### src/hw/rtl/rsnp_pkg.sv
// Shared types, register indexes and constants for the ray and sphere nearest-hit picker.
package rsnp_pkg;

    localparam int RSNP_FRAC_BITS = 16;
    localparam int RSNP_ID_BITS   = 16;
    localparam int CFG_INDEX_W    = 3;
    localparam int CFG_DATA_W     = 32;

    typedef enum logic [CFG_INDEX_W-1:0] {
        CFG_ORIGIN_X = 3'd0,
        CFG_ORIGIN_Y = 3'd1,
        CFG_ORIGIN_Z = 3'd2,
        CFG_DIR_X    = 3'd3,
        CFG_DIR_Y    = 3'd4,
        CFG_DIR_Z    = 3'd5
    } cfg_reg_t;

    typedef struct packed {
        logic signed [31:0] offset_x;
        logic signed [31:0] offset_y;
        logic signed [31:0] offset_z;
        logic signed [31:0] world_x;
        logic signed [31:0] world_y;
        logic signed [31:0] world_z;
        logic [30:0]        sphere_radius;
        logic [30:0]        scale_x;
        logic               eligible;
        logic [15:0]        object_id;
        logic               last;
    } in_t;

    typedef struct packed {
        logic        found;
        logic [15:0] nearest_id;
    } out_t;

    typedef struct packed {
        logic [31:0] a;
        logic [31:0] b;
        logic        neg;
    } mul_req_t;

    typedef struct packed {
        logic [63:0] prod;
        logic        neg;
    } mul_rsp_t;

    // The distance limit is 99999 squared at twice the fractional bits, or all ones if it
    // would not fit.
    function automatic logic [63:0] limit_sq(input int frac);
        logic [63:0] l;
        l = 64'd9999800001;
        if (2 * frac <= 30)
        begin
            return l << (2 * frac);
        end
        return '1;
    endfunction

    function automatic logic signed [31:0] sat32(input logic signed [33:0] v);
        if (v > 34'sh0_7FFF_FFFF)
        begin
            return 32'sh7FFF_FFFF;
        end
        if (v < -34'sh0_8000_0000)
        begin
            return -32'sh8000_0000;
        end
        return v[31:0];
    endfunction

    function automatic logic [31:0] abs32(input logic signed [31:0] v);
        logic signed [31:0] n;
        n = -v;
        return v[31] ? n : v;
    endfunction

    function automatic logic [17:0] abs18(input logic signed [17:0] v);
        logic signed [17:0] n;
        n = -v;
        return v[17] ? n : v;
    endfunction

endpackage

### src/hw/rtl/rsnp_mul.sv
// Shared 32 by 32 unsigned multiplier with a registered product and sign flag.
module rsnp_mul
    import rsnp_pkg::*;
(
    input  logic     clk,
    input  mul_req_t req,
    output mul_rsp_t rsp
);

    mul_rsp_t rsp_reg;
    mul_rsp_t rsp_next;

    always_comb
    begin
        rsp_next.prod = 64'(req.a) * 64'(req.b);
        rsp_next.neg  = req.neg;
    end

    always_ff @(posedge clk)
    begin
        rsp_reg <= rsp_next;
    end

    assign rsp = rsp_reg;

endmodule

### config.mk
export PLATFORM = sky130hd
export DESIGN_NAME = rsnp_mul
export DESIGN_NICKNAME = d
export VERILOG_FILES = /design/src/hw/rtl/rsnp_pkg.sv /design/src/hw/rtl/rsnp_mul.sv
export SDC_FILE = /design/constraint.sdc
export NUM_CORES = 2
export LEC_CHECK = 0
export ABC_AREA = 1
export BUFFER_PORTS_ARGS = -buffer_cell sky130_fd_sc_hd__buf_2
export CORE_UTILIZATION = 67
export DETAILED_ROUTE_END_ITERATION = 12
export PLACE_DENSITY_LB_ADDON = 0.2
export SYNTH_ARGS = -nofsm -noshare
export SYNTH_HDL_FRONTEND = slang
export SYNTH_SLANG_ARGS = --single-unit
### constraint.sdc
create_clock -name clk -period 8.78 [get_ports clk]
set_input_delay 1.317 -clock clk [delete_from_list [all_inputs] [get_ports clk]]
set_output_delay 1.317 -clock clk [all_outputs]
set_load 0.005 [all_outputs]
==> flow_summary.toml <==
[floorplan]
dieHeight_um = 238
dieWidth_um = 238
row_count = 86
start_util_pct = 67.9
die_area_mm2 = 0.0568
core_mm2 = 0.0551
ios = 131

[setup_path]
worst_setup_path_start_kind = "input port"
cp-end-kind = "flop"
worstSetupPathType = "in2reg"
cp_data_required_time_ns = 8.98
arrival_ns = 8.10
crit_path_max_fanout = 32

[global_route]
grt_max_degree = 33
grt.overflow.total = 0
antenna_found_initial = 4
grt_pass1_vias = 31879
grt.total_usage_pct = 37.1
grt_pass1_wl_um = 163000

[placement]
gp_congestion = 0.975
port_buffers = 130
dp_hpwl_um = 83100

[synthesis]
synth_ff_type = "dfxtp_1"
synth_commonest_cells = "1725 x inv_1, 1565 x nand2_1, 896 x fa_1, 263 x ha_1, 192 x clkbuf_1"
synth_area_per_cell_um2 = 7.45
synth_area_leaders = "fa_1 48%, inv_1 17%, nand2_1 16%"
ys_seq_area_share_pct = 3.48
synth_cell_types = 23
yosysMostFrequentCell = "inv_1"
yosysTopAreaCellShare_pct = 47.9
synth_top_area_cell = "fa_1"
netlist_area_mm2 = 0.0374
synth_edf_count = 0
synth-async-reset-ratio_pct = 0
ys_warn_count = 0
synth_fp_nets = 6247
synth_cells = 5022
synth-seq-cells = 65

[timing]
fin_setup_tns_ns = 0
hold_violations = 0
fin_crit_ns = 7.90
rsz0062_at_grt = "no"
setup_viol = 0
relSlewSlack_pct = 41.1
period_share_pct = 90.0
tightest_slew_ns = 0.884
fmaxAchievable_mhz = 127
slew_viol_final = 0

[clocking]
cts_made_buffers = 9
cts-resized-gates = 0
post-cts-setup-buffers = 0
h-tree-depth = 3
clk_pin_slew_ns = 0.06
cts_root_buf = "clkbuf_16"
clk_path_buf_depth = 2
cts_tree = "yes"
cts_hold_buf = 0
clkSinkCount = 65

[flow_run]
drv_cap = 0

[route]
first_iter_violations = 2157
drc_errors = 0
routedWlPerCell_um = 17.0
first_pass_iters = 5
postRouteWirelength_um = 98400
vias_per_cell = 5.21
postRouteAntennaNets = 0
vias = 30070

[hold_path]
hp-class = "in2reg"

[outcome]
status = "finished, final reports clean"

[cells_and_area]
nNetsFinal = 6239
area_growth_pct = 4.04
largest_register_ffs = 65
drive_above_1_share_pct = 4.94
cell type report:
class                           count  area [µm²]
Antenna cell                        5        12.5
Tap cell                          748         936
Sequential cell                    65        1300
Fill cell                        4662       16200
Timing Repair Buffer              173         973
Multi-Input combinational cell   3030       28900
Clock inverter                      7        83.8
Inverter                         1735        6510
Clock buffer                        9         225
worst max-delay path, cell delays in order:
cell      delay [ns]
buf_2           0.65
nand2_1         0.14
inv_1           0.13
fa_1            0.42
fa_1            0.51
fa_1            0.51
inv_1           0.04
fa_1            0.48
inv_1           0.05
fa_1            0.48
fa_1            0.50
fa_1            0.57
fa_1            0.49
ha_1            0.48
nand2_1         0.17
nor2_2          0.14
inv_2           0.06
nor2_2          0.14
inv_1           0.09
o21bai_2        0.16
inv_1           0.05
nand2_1         0.11
xor2_1          0.37
final timing paths:
kind,endpoint,slack [ns],cells after the start,from
setup / recovery,rsp[33],0.88,23,req[6]
hold / removal,rsp[0],1.08,1,req[0]
placed cells by master (no fill, tap or decap), types with 2 or more instances in the layout:
cell          n
dfxtp_1      65
inv_6         3
nand4_1      16
o21bai_1     10
nor3_1       12
nand2_2      13
inv_1      1725
inv_2        10
o21ai_0       2
clkbuf_16     9
nor2_1       79
xnor2_1       2
nor2_2       15
fa_1        896
nand2_1    1565
xor2_1       33
nor3_2        4
buf_4        43
nand3_2       7
nor2_4        6
ha_1        263
a21oi_1      44
o21bai_2      2
diode_2       5
nand3_1      59
nor3_4        2
buf_2       130
cells by family after synthesis:
logic type,Yosys count,synth area share (%)
buffers and inverters,1927,19.3
and+or+nand+nor,1778,18.7
adders and majority gates,1159,56.7
DFF,65,3.48
AOI/OAI and AO/OA,58,0.876
xor gates and xnor gates,35,0.819
metrics by stage:
stage	setup WS (ns)	utilization (%)	instances	hold WS [ns]	cell area, µm²
CTS	0.950	70.6	5767	1.08	38900
global route	0.665	70.6	5770	1.07	38900
global placement	0.637	70.1	5751	1.42	38600
finish	0.882	70.6	5772	1.08	38900
floorplan	1.65	-	5022	1.34	37400
detailed placement	0.625	70.1	5751	1.42	38600
metal layers:
metal	track usage, %	wire, µm	vias up
met5	0	0	-
met4	14.6	4320	0
met3	4.48	7670	300
met2	64.6	49300	1316
met1	47.2	37100	14837
li1	-	-	13617
Power is not shown: default switching activity piles up to over one toggle a cycle in this logic, so the estimate is an artifact.
